File: src/dbcs_pkg.sv
// Package for the double-byte aware substring search: register codes, widths
// and the structs passed between the top level and the window cells.
// No dependencies.
`default_nettype none

package dbcs_pkg;

   // configuration port
   localparam int CSR_AW    = 5;
   localparam int CSR_DW    = 64;
   localparam int REG_IDX_W = 2;

   // register indexes (paddr[4:3])
   localparam logic [REG_IDX_W-1:0] REG_LEAD_RANGES    = 2'd0;
   localparam logic [REG_IDX_W-1:0] REG_PATTERN_BYTES  = 2'd1;
   localparam logic [REG_IDX_W-1:0] REG_PATTERN_LENGTH = 2'd2;

   // field widths
   localparam int BYTE_W    = 8;
   localparam int POS_OUT_W = 16;
   localparam int PLEN_W    = 4;
   localparam int PAT_REG_BYTES = 8;   // bytes held by the pattern register
   localparam int RANGE_REG_PAIRS = 4; // low/high pairs held by the range register

   typedef logic [BYTE_W-1:0] byte_type;

   // per-cycle control from the top level to every cell
   typedef struct packed {
      logic shift;   // take neighbour's byte and candidate bit
      logic clear;   // drop all start candidates (end of string)
   } cell_ctrl_type;

   // static compare setup for one cell, derived from the pattern registers
   typedef struct packed {
      byte_type pat_byte;  // pattern byte this cell must hold for a match
      logic     used;      // cell lies inside the pattern
      logic     tap;       // cell holds the oldest byte of the pattern window
   } cell_cfg_type;

   // compare status returned by one cell
   typedef struct packed {
      logic ok;    // byte matches, or cell not in use
      logic hit;   // tap cell with a valid start candidate
   } cell_stat_type;

endpackage

`default_nettype wire

File: src/dbcs_cell.sv
// One cell of the search window: a string byte and its start-candidate bit,
// shifted on to the next cell, plus the local byte compare. Uses dbcs_pkg.
`default_nettype none

module dbcs_cell (
   input  wire                     clock,
   input  wire                     reset,
   input  dbcs_pkg::cell_ctrl_type ctrl,
   input  dbcs_pkg::cell_cfg_type  cfg,
   input  dbcs_pkg::byte_type      byte_in,
   input  wire                     cand_in,
   input  wire                     cand_force,
   output dbcs_pkg::byte_type      byte_out,
   output logic                    cand_out,
   output dbcs_pkg::cell_stat_type stat
);
   import dbcs_pkg::*;

   byte_type byte_ff;
   logic     cand_ff;

   // window byte: payload, no reset needed
   always_ff @(posedge clock) begin
      if (ctrl.shift) begin
         byte_ff <= byte_in;
      end
   end

   // candidate bit
   always_ff @(posedge clock) begin
      if (reset || ctrl.clear) begin
         cand_ff <= 1'b0;
      end else if (ctrl.shift) begin
         cand_ff <= cand_in;
      end
   end

   assign byte_out = byte_ff;
   assign cand_out = cand_ff;

   // local compare; cand_force settles a lead byte seen just before the terminator
   assign stat.ok  = !cfg.used || (byte_ff == cfg.pat_byte);
   assign stat.hit = cfg.tap && (cand_ff || cand_force);

endmodule

`default_nettype wire

File: src/dbcs_lead_detect.sv
// Lead-byte classifier: checks a byte against the configured inclusive ranges,
// the list ending at the first all-zero pair. Uses dbcs_pkg.
`default_nettype none

module dbcs_lead_detect #(
   parameter int N_RANGES = 4
) (
   input  wire [dbcs_pkg::CSR_DW-1:0] lead_ranges,
   input  dbcs_pkg::byte_type         data_byte,
   output logic                       is_lead
);
   import dbcs_pkg::*;

   localparam int RANGES_USED = (N_RANGES < RANGE_REG_PAIRS) ? N_RANGES : RANGE_REG_PAIRS;

   always_comb begin
      logic     ended;
      byte_type lo;
      byte_type hi;
      ended   = 1'b0;
      is_lead = 1'b0;
      for (int r = 0; r < RANGES_USED; r++) begin
         lo = lead_ranges[16*r +: 8];
         hi = lead_ranges[16*r+8 +: 8];
         if (!ended) begin
            if (lo == '0 && hi == '0) begin
               ended = 1'b1;
            end else if (data_byte >= lo && data_byte <= hi) begin
               is_lead = 1'b1;
            end
         end
      end
   end

endmodule

`default_nettype wire

File: src/dbcs_aware_substring_search.sv
// Top level of the double-byte aware substring search: configuration registers,
// scan control, the chain of window cells and the result register.
// Depends on dbcs_pkg, dbcs_cell and dbcs_lead_detect.
//
// Usage:
//  - Configure lead_ranges, pattern_bytes and pattern_length over the APB port
//    (byte addresses 0, 8, 16; 64-bit data) while no string is in flight.
//  - Stream a NUL-terminated string on req_data_byte, one transfer per byte
//    (req_valid high, req_stall low). A byte is taken every unstalled cycle.
//  - Each terminator yields one transfer on rsp_*: found, match_position and
//    too_long. It appears in the cycle after the terminator is taken; other
//    bytes give no result.
//  - Throughput is one byte per unstalled cycle: each byte shifts the window
//    cells one place and all cells compare in parallel in the same cycle.
//  - While a result is held by rsp_stall, further non-NUL bytes are still
//    taken; a new terminator is stalled until the held result leaves.
//  - Synchronous reset clears the scan state, the registers and the result
//    valid flag; the block can take a byte as soon as reset is released.
//  - Bytes at offset MAX_STRING_LEN or beyond are dropped and flag too_long.
`default_nettype none

module dbcs_aware_substring_search #(
   parameter int MAX_PATTERN    = 8,
   parameter int MAX_RANGES     = 4,
   parameter int MAX_STRING_LEN = 65536
) (
   input  wire                          clock,
   input  wire                          reset,
   // string input
   input  wire                          req_valid,
   output logic                         req_stall,
   input  dbcs_pkg::byte_type           req_data_byte,
   // result output
   output logic                         rsp_valid,
   input  wire                          rsp_stall,
   output logic                         rsp_found,
   output logic [dbcs_pkg::POS_OUT_W-1:0] rsp_match_position,
   output logic                         rsp_too_long,
   // configuration
   input  wire                          psel,
   input  wire                          penable,
   input  wire                          pwrite,
   input  wire  [dbcs_pkg::CSR_AW-1:0]  paddr,
   input  wire  [dbcs_pkg::CSR_DW-1:0]  pwdata,
   output logic [dbcs_pkg::CSR_DW-1:0]  prdata,
   output logic                         pready
);
   import dbcs_pkg::*;

   localparam int POS_W   = $clog2(MAX_STRING_LEN + 1);
   localparam int PAT_USE = (MAX_PATTERN < PAT_REG_BYTES) ? MAX_PATTERN : PAT_REG_BYTES;
   localparam logic [POS_W-1:0]  POS_LIMIT   = POS_W'(MAX_STRING_LEN);
   localparam logic [PLEN_W-1:0] PAT_USE_LEN = PLEN_W'(PAT_USE);

   // configuration registers
   logic [CSR_DW-1:0] lead_ranges_ff;
   logic [CSR_DW-1:0] pattern_bytes_ff;
   logic [PLEN_W-1:0] pattern_length_ff;

   // scan state
   logic [POS_W-1:0]     pos_ff,   pos_in;
   logic                 lead_ff,  lead_in;
   logic                 match_ff, match_in;
   logic [POS_OUT_W-1:0] lpos_ff,  lpos_in;
   logic                 ovf_ff,   ovf_in;

   // result register
   logic                 rsp_valid_ff, rsp_valid_in;
   logic                 found_ff,     found_in;
   logic [POS_OUT_W-1:0] mpos_ff,      mpos_in;
   logic                 too_long_ff,  too_long_in;

   logic [REG_IDX_W-1:0] reg_idx;
   logic                 csr_write;
   logic                 accept;
   logic                 is_nul;
   logic                 ovf_path;
   logic                 is_lead;
   logic                 cand_now;
   logic                 test_pass;
   logic                 hit_any;
   logic                 all_ok;
   logic [PLEN_W-1:0]    eff_len;
   logic [POS_OUT_W-1:0] start_pos;

   cell_ctrl_type              ctrl;
   cell_cfg_type               cell_cfg  [MAX_PATTERN];
   cell_stat_type              cell_stat [MAX_PATTERN];
   byte_type                   byte_chain[MAX_PATTERN];
   logic [MAX_PATTERN-1:0]     cand_chain;

   // ---------------------------------------------------------------
   // configuration port
   assign pready    = 1'b1;
   assign reg_idx   = paddr[CSR_AW-1 -: REG_IDX_W];
   assign csr_write = psel && penable && pwrite && pready;

   always_ff @(posedge clock) begin
      if (reset) begin
         lead_ranges_ff    <= '0;
         pattern_bytes_ff  <= '0;
         pattern_length_ff <= '0;
      end else if (csr_write) begin
         unique case (reg_idx)
            REG_LEAD_RANGES:    lead_ranges_ff    <= pwdata;
            REG_PATTERN_BYTES:  pattern_bytes_ff  <= pwdata;
            REG_PATTERN_LENGTH: pattern_length_ff <= pwdata[PLEN_W-1:0];
            default: ;
         endcase
      end
   end

   always_comb begin
      unique case (reg_idx)
         REG_LEAD_RANGES:    prdata = lead_ranges_ff;
         REG_PATTERN_BYTES:  prdata = pattern_bytes_ff;
         REG_PATTERN_LENGTH: prdata = CSR_DW'(pattern_length_ff);
         default:            prdata = '0;
      endcase
   end

   // ---------------------------------------------------------------
   // effective pattern length: capped, and cut at the first zero byte
   always_comb begin
      logic [PLEN_W-1:0] cap;
      logic              zero_seen;
      cap       = (pattern_length_ff > PAT_USE_LEN) ? PAT_USE_LEN : pattern_length_ff;
      eff_len   = cap;
      zero_seen = 1'b0;
      for (int k = 0; k < PAT_USE; k++) begin
         if (!zero_seen && PLEN_W'(k) < cap && pattern_bytes_ff[8*k +: 8] == '0) begin
            eff_len   = PLEN_W'(k);
            zero_seen = 1'b1;
         end
      end
   end

   // per-cell compare setup: cell j holds pattern byte eff_len-1-j
   always_comb begin
      logic [PLEN_W:0] diff;
      for (int j = 0; j < MAX_PATTERN; j++) begin
         diff                 = {1'b0, eff_len} - (PLEN_W+1)'(j + 1);
         cell_cfg[j].used     = (PLEN_W+1)'(j) < {1'b0, eff_len};
         cell_cfg[j].tap      = (eff_len != '0) && (diff == '0);
         cell_cfg[j].pat_byte = pattern_bytes_ff[8*diff[2:0] +: 8];
      end
   end

   // ---------------------------------------------------------------
   // input handshake: only a terminator waits for a held result
   assign req_stall = rsp_valid_ff && rsp_stall && (req_data_byte == '0);
   assign accept    = req_valid && !req_stall;
   assign is_nul    = (req_data_byte == '0);
   assign ovf_path  = !is_nul && (ovf_ff || pos_ff >= POS_LIMIT);

   dbcs_lead_detect #(
      .N_RANGES (MAX_RANGES)
   ) u_lead (
      .lead_ranges (lead_ranges_ff),
      .data_byte   (req_data_byte),
      .is_lead     (is_lead)
   );

   // second byte of a pair, or a lead byte, cannot start a match
   assign cand_now = !lead_ff && !is_lead;

   assign ctrl.shift = accept && !is_nul && !ovf_path;
   assign ctrl.clear = accept && is_nul;

   // ---------------------------------------------------------------
   // window cells
   for (genvar j = 0; j < MAX_PATTERN; j++) begin : g_cell
      if (j == 0) begin : g_head
         dbcs_cell u_cell (
            .clock      (clock),
            .reset      (reset),
            .ctrl       (ctrl),
            .cfg        (cell_cfg[j]),
            .byte_in    (req_data_byte),
            .cand_in    (cand_now),
            .cand_force (lead_ff && is_nul),
            .byte_out   (byte_chain[j]),
            .cand_out   (cand_chain[j]),
            .stat       (cell_stat[j])
         );
      end else begin : g_body
         dbcs_cell u_cell (
            .clock      (clock),
            .reset      (reset),
            .ctrl       (ctrl),
            .cfg        (cell_cfg[j]),
            .byte_in    (byte_chain[j-1]),
            .cand_in    (cand_chain[j-1]),
            .cand_force (1'b0),
            .byte_out   (byte_chain[j]),
            .cand_out   (cand_chain[j]),
            .stat       (cell_stat[j])
         );
      end
   end

   // combine cell results
   always_comb begin
      hit_any = 1'b0;
      all_ok  = 1'b1;
      for (int j = 0; j < MAX_PATTERN; j++) begin
         hit_any = hit_any | cell_stat[j].hit;
         all_ok  = all_ok & cell_stat[j].ok;
      end
   end

   assign test_pass = !ovf_ff && (eff_len != '0) && !match_ff && hit_any && all_ok;
   assign start_pos = POS_OUT_W'(pos_ff) - POS_OUT_W'(eff_len);

   // ---------------------------------------------------------------
   // scan and result next state
   always_comb begin
      pos_in       = pos_ff;
      lead_in      = lead_ff;
      match_in     = match_ff;
      lpos_in      = lpos_ff;
      ovf_in       = ovf_ff;
      rsp_valid_in = rsp_valid_ff && rsp_stall;
      found_in     = found_ff;
      mpos_in      = mpos_ff;
      too_long_in  = too_long_ff;
      if (accept) begin
         if (ovf_path) begin
            ovf_in = 1'b1;
         end else if (is_nul) begin
            // terminator: report and start over
            rsp_valid_in = 1'b1;
            too_long_in  = ovf_ff;
            if (eff_len == '0) begin
               found_in = 1'b1;
               mpos_in  = '0;
            end else if (test_pass) begin
               found_in = 1'b1;
               mpos_in  = start_pos;
            end else begin
               found_in = match_ff;
               mpos_in  = match_ff ? lpos_ff : '0;
            end
            pos_in   = '0;
            lead_in  = 1'b0;
            match_in = 1'b0;
            lpos_in  = '0;
            ovf_in   = 1'b0;
         end else begin
            if (test_pass) begin
               match_in = 1'b1;
               lpos_in  = start_pos;
            end
            lead_in = !lead_ff && is_lead;
            pos_in  = pos_ff + POS_W'(1);
         end
      end
   end

   always_ff @(posedge clock) begin
      if (reset) begin
         pos_ff       <= '0;
         lead_ff      <= 1'b0;
         match_ff     <= 1'b0;
         lpos_ff      <= '0;
         ovf_ff       <= 1'b0;
         rsp_valid_ff <= 1'b0;
      end else begin
         pos_ff       <= pos_in;
         lead_ff      <= lead_in;
         match_ff     <= match_in;
         lpos_ff      <= lpos_in;
         ovf_ff       <= ovf_in;
         rsp_valid_ff <= rsp_valid_in;
      end
   end

   // result payload
   always_ff @(posedge clock) begin
      found_ff    <= found_in;
      mpos_ff     <= mpos_in;
      too_long_ff <= too_long_in;
   end

   assign rsp_valid          = rsp_valid_ff;
   assign rsp_found          = found_ff;
   assign rsp_match_position = mpos_ff;
   assign rsp_too_long       = too_long_ff;

endmodule

`default_nettype wire

File: config.mk
export PLATFORM = sky130hd
export DESIGN_NAME = dbcs_aware_substring_search
export DESIGN_NICKNAME = d
export VERILOG_FILES = /design/src/dbcs_pkg.sv /design/src/dbcs_cell.sv /design/src/dbcs_lead_detect.sv /design/src/dbcs_aware_substring_search.sv
export SDC_FILE = /design/constraint.sdc
export NUM_CORES = 1
export LEC_CHECK = 0
export ABC_AREA = 1
export BUFFER_PORTS_ARGS = -buffer_cell sky130_fd_sc_hd__buf_4
export CELL_PAD_IN_SITES_DETAIL_PLACEMENT = 1
export CELL_PAD_IN_SITES_GLOBAL_PLACEMENT = 1
export CORE_ASPECT_RATIO = 1.25
export CORE_UTILIZATION = 30
export CTS_CLUSTER_SIZE = 30
export DETAILED_ROUTE_END_ITERATION = 7
export PLACE_DENSITY = 0.59
export SLEW_MARGIN = 40
export SYNTH_ARGS = -nofsm -noshare
export SYNTH_HDL_FRONTEND = slang
export SYNTH_SLANG_ARGS = --single-unit
File: constraint.sdc
create_clock -name clock -period 3.7 [get_ports clock]
set_input_delay 0.185 -clock clock [delete_from_list [all_inputs] [get_ports clock]]
set_output_delay 0.185 -clock clock [all_outputs]
set_load 0.03 [all_outputs]
==> out/qor.txt <==
FINISH
-------------------------------------------------------------------------------
Synthesis-to-layout area growth                                           48.3%
ANT cells                                                                     0
Nets                                                                       2960
Commonest non-fill, non-tap cells in the layout                    nand2_1 (460), buf_4 (401), nand3_1 (287), inv_1 (229), a21oi_1 (185)
Share of cells above drive strength 1                                     0.286
Most common cell after layout, fill and taps aside                      nand2_1
Post-layout utilization of the core                                       0.450

WORST SETUP PATH
-------------------------------------------------------------------------------
Setup CP Type                                                      flip-flop to flip-flop
Worst reg2reg startpoint                                           pattern_length_ff[3]
Required @ worst endpoint                                               4.16 ns
Cell type with the highest occurrence count on the critical path        nand2_2
Cell with the largest stage delay on the worst path                        ha_4
Worst path arrival time                                                 4.47 ns
Launching element type of the critical path                           flip-flop
Setup slack on the worst flop-to-flop path                             -0.31 ns
Element type at the critical path end                                 flip-flop
Largest stage delay on the critical path                                0.34 ns
Number of cells on the worst reg-to-reg path                                 30
End of the worst register-to-register path                         rsp_match_position[4]
Max FO, Critical Path                                                         8

DIE
-------------------------------------------------------------------------------
Count of boundary I/O pins                                                  169
Die Ht                                                                   263 µm
Row count                                                                    95
Area enclosed by the die boundary                                     55300 µm²
Initial standard-cell utilization of the core                             0.304
Core area                                                             53700 µm²
Die W                                                                    211 µm

TIMING
-------------------------------------------------------------------------------
Setup TNS after final layout                                           -8.46 ns
Highest Clock Rate                                                    0.249 GHz
Smallest setup slack after layout                                     -0.314 ns
Worst Max-Slew Pin Slew                                                0.817 ns
Number of setup violations in the final report                               34
Setup skew after layout                                               0.0158 ns
Hold Fails Final Rpt                                                          0
Minimum period implied by the final worst setup slack                   4.01 ns
Max Slew Vio Count                                                            0
Part of the cycle the worst path needs                                     1.08
Max transition margin                                                     0.455
RSZ-0062 raised after global routing                                        yes

POWER
-------------------------------------------------------------------------------
Worst ir drop on vdd                                                   0.368 mV
Leakage power of the design                                             10.6 nW
Total power divided by cell area                                     448 nW/µm²

ROUTE
-------------------------------------------------------------------------------
Drt initial violations                                                     1127
Count of antenna-violating nets left after detailed routing                   0
Number of vias per cell after detailed routing                             5.27
Number of design rule violations left after detail routing                    0
First-pass DRT Iterations                                                     5
Vias                                                                      18700
Average routed wire per standard cell                                   22.1 µm
Total Routed Length                                                    78300 µm

GLOBAL ROUTE
-------------------------------------------------------------------------------
Maximum number of pins on one net before global-route repair                134
Antenna violations before repair                                              0
Remaining global-route overflow                                               0
Number of global-route vias before repair                                 18900
Gr usage total                                                            0.273
Global-route wire length before repair                                115000 µm

SYNTHESIS
-------------------------------------------------------------------------------
Part of the Yosys area used for sequential elements                       0.368
Nets in the synthesized netlist                                            2499
Asr flop ratio synth                                                          0
Synth Warn #                                                                  0
Synthesized cell area                                                 16300 µm²
EDFF count, synth                                                            82
Gate count of the mapped netlist                                           2330
Syn avg cell area                                                      7.00 µm²
Count of cell types in the netlist                                           49
Synthesis-stage register bit count                                          259
Primary FF master, synth                                                dfxtp_1

CLOCK NETWORK
-------------------------------------------------------------------------------
Number of clock sinks                                                       259
Maximum count of clock buffers along a single path                            3
Clk Latency, worst-skew pair                                            0.61 ns
CTS Buf Count                                                                31
Reg clk slew, reported paths                                            0.06 ns
CTS tree                                                                    yes
Clock tree root buffer cell                                           clkbuf_16
# H-tree levels                                                               1

PLACED DESIGN
-------------------------------------------------------------------------------
Total of buffers placed on input and output ports                           164
Routability cong.                                                         0.925
Detailed-placement wirelength estimate                                 58900 µm

STATUS
-------------------------------------------------------------------------------
Outcome                                                            finished with violations
Violations in the final reports                                    negative setup slack

MIN PATH
-------------------------------------------------------------------------------
Cell count of the worst hold path                                             5
Worst hold start                                                      req_valid
Path class of the lowest-slack min-delay path                      input pin to flip-flop
End point of the most critical hold path                                 ovf_ff

JOB
-------------------------------------------------------------------------------
Number of max-cap violations                                                  0

==> power by group <==
group,total [mW],internal [mW],switching (mW)
registers,3.10,3.03,0.0706
logic,4.25,1.77,2.48
clock network,3.50,2.11,1.39
total,10.8,6.90,3.94
==> routing by layer <==
| layer | wire [µm] | vias to the layer above | track usage |
|---|---|---|---|
| met5 | 0 | - | 0 |
| met4 | 2970 | 0 | 0.0922 |
| met3 | 3060 | 123 | 0.0245 |
| met2 | 39900 | 464 | 0.489 |
| met1 | 32300 | 9233 | 0.340 |
| li1 | - | 8863 | - |
==> flip-flops by register name, indices dropped and copies added (netlist names), 4 cells and up <==
| register | flops |
|---|---|
| lead_ranges_ff | 64 |
| pos_ff | 17 |
| g_cell.g_body.u_cell.cand_out | 7 |
| pattern_length_ff | 4 |
| lpos_ff | 16 |
| g_cell.g_body.u_cell.byte_out | 56 |
| g_cell.g_head.u_cell.byte_out | 8 |
| rsp_match_position | 16 |
| pattern_bytes_ff | 64 |
==> layout make-up <==
cell class	instances	area (µm²)
fillers	6598	29500
inverters	252	996
well taps	727	910
clock inverters	22	288
repair buffers	545	5010
multi-input cells	1702	10100
clock buffers	36	868
flip-flops and latches	259	6010
==> synthesized netlist by cell type (29+ instances only) <==
master / count / area share
dfxtp_1: 177 / 0.22
edfxtp_1: 82 / 0.15
inv_1: 237 / 0.055
ha_1: 84 / 0.064
o21ai_0: 163 / 0.050
nand2_1: 531 / 0.12
a21oi_1: 200 / 0.061
nor2_1: 120 / 0.028
nand4_1: 29 / 0.011
nand3_1: 377 / 0.12
o22ai_1: 62 / 0.024
clkbuf_1: 72 / 0.017
==> worst max-delay path by stage <==
stage	start	to	slack, ns	cells after the start
after global placement	pattern_length_ff[3]	rsp_match_position[10]	-0.48	27
final	pattern_length_ff[3]	rsp_match_position[4]	-0.31	30
after detailed placement	pattern_length_ff[0]	rsp_match_position[12]	-0.61	30
after floorplan	pattern_length_ff[3]	rsp_match_position[14]	-0.03	31
after global routing	pattern_length_ff[2]	rsp_match_position[4]	-0.46	25
after CTS	pattern_length_ff[3]	rsp_match_position[12]	-0.25	30
==> what timing repair did <==
item / CTS / global route
gates resized for setup: 174 / 200
setup buffers: 24 / 27
pin swaps: 55 / 93
gates cloned: 8 / 7
endpoints found under the hold margin: 138 / 0
hold buffers: 70 / 0
endpoints found under the setup margin: 34 / 34
==> worst max-delay path: cells and delay by family (launching register included) <==
kind | cells | cell delay [ns]
buffers and inverters | 8 | 0.95
DFF | 1 | 0.32
and+or+nand+nor | 20 | 2.10
adders and majority gates | 1 | 0.34
AOI/OAI and AO/OA | 1 | 0.14
==> cell families after synthesis <==
group,after synthesis,share of synthesized area
adder cells (fa/ha/maj),85,0.0656
AND/OR/NAND/NOR,1134,0.312
buffers and inverters,370,0.0915
XOR/XNOR,17,0.00913
AO/OA/AOI/OAI,464,0.153
other,1,0.000230
flip-flops,259,0.368
==> metrics by stage <==
stage,setup slack [ns],total power [mW],hold slack [ns],cell area [µm²],std cells
2_1_floorplan,-0.0294,4.92,0.254,16400,2330
3_3_place_gp,-0.478,6.26,0.380,20100,3353
3_5_place_dp,-0.610,6.31,0.384,20100,3353
4_1_cts,-0.255,10.4,0.00364,23100,3512
5_1_grt,-0.465,11.3,0.0305,24200,3543
6_report,-0.314,10.8,0.0178,24200,3543
No activity file was read; power rests on OpenSTA's default activity.
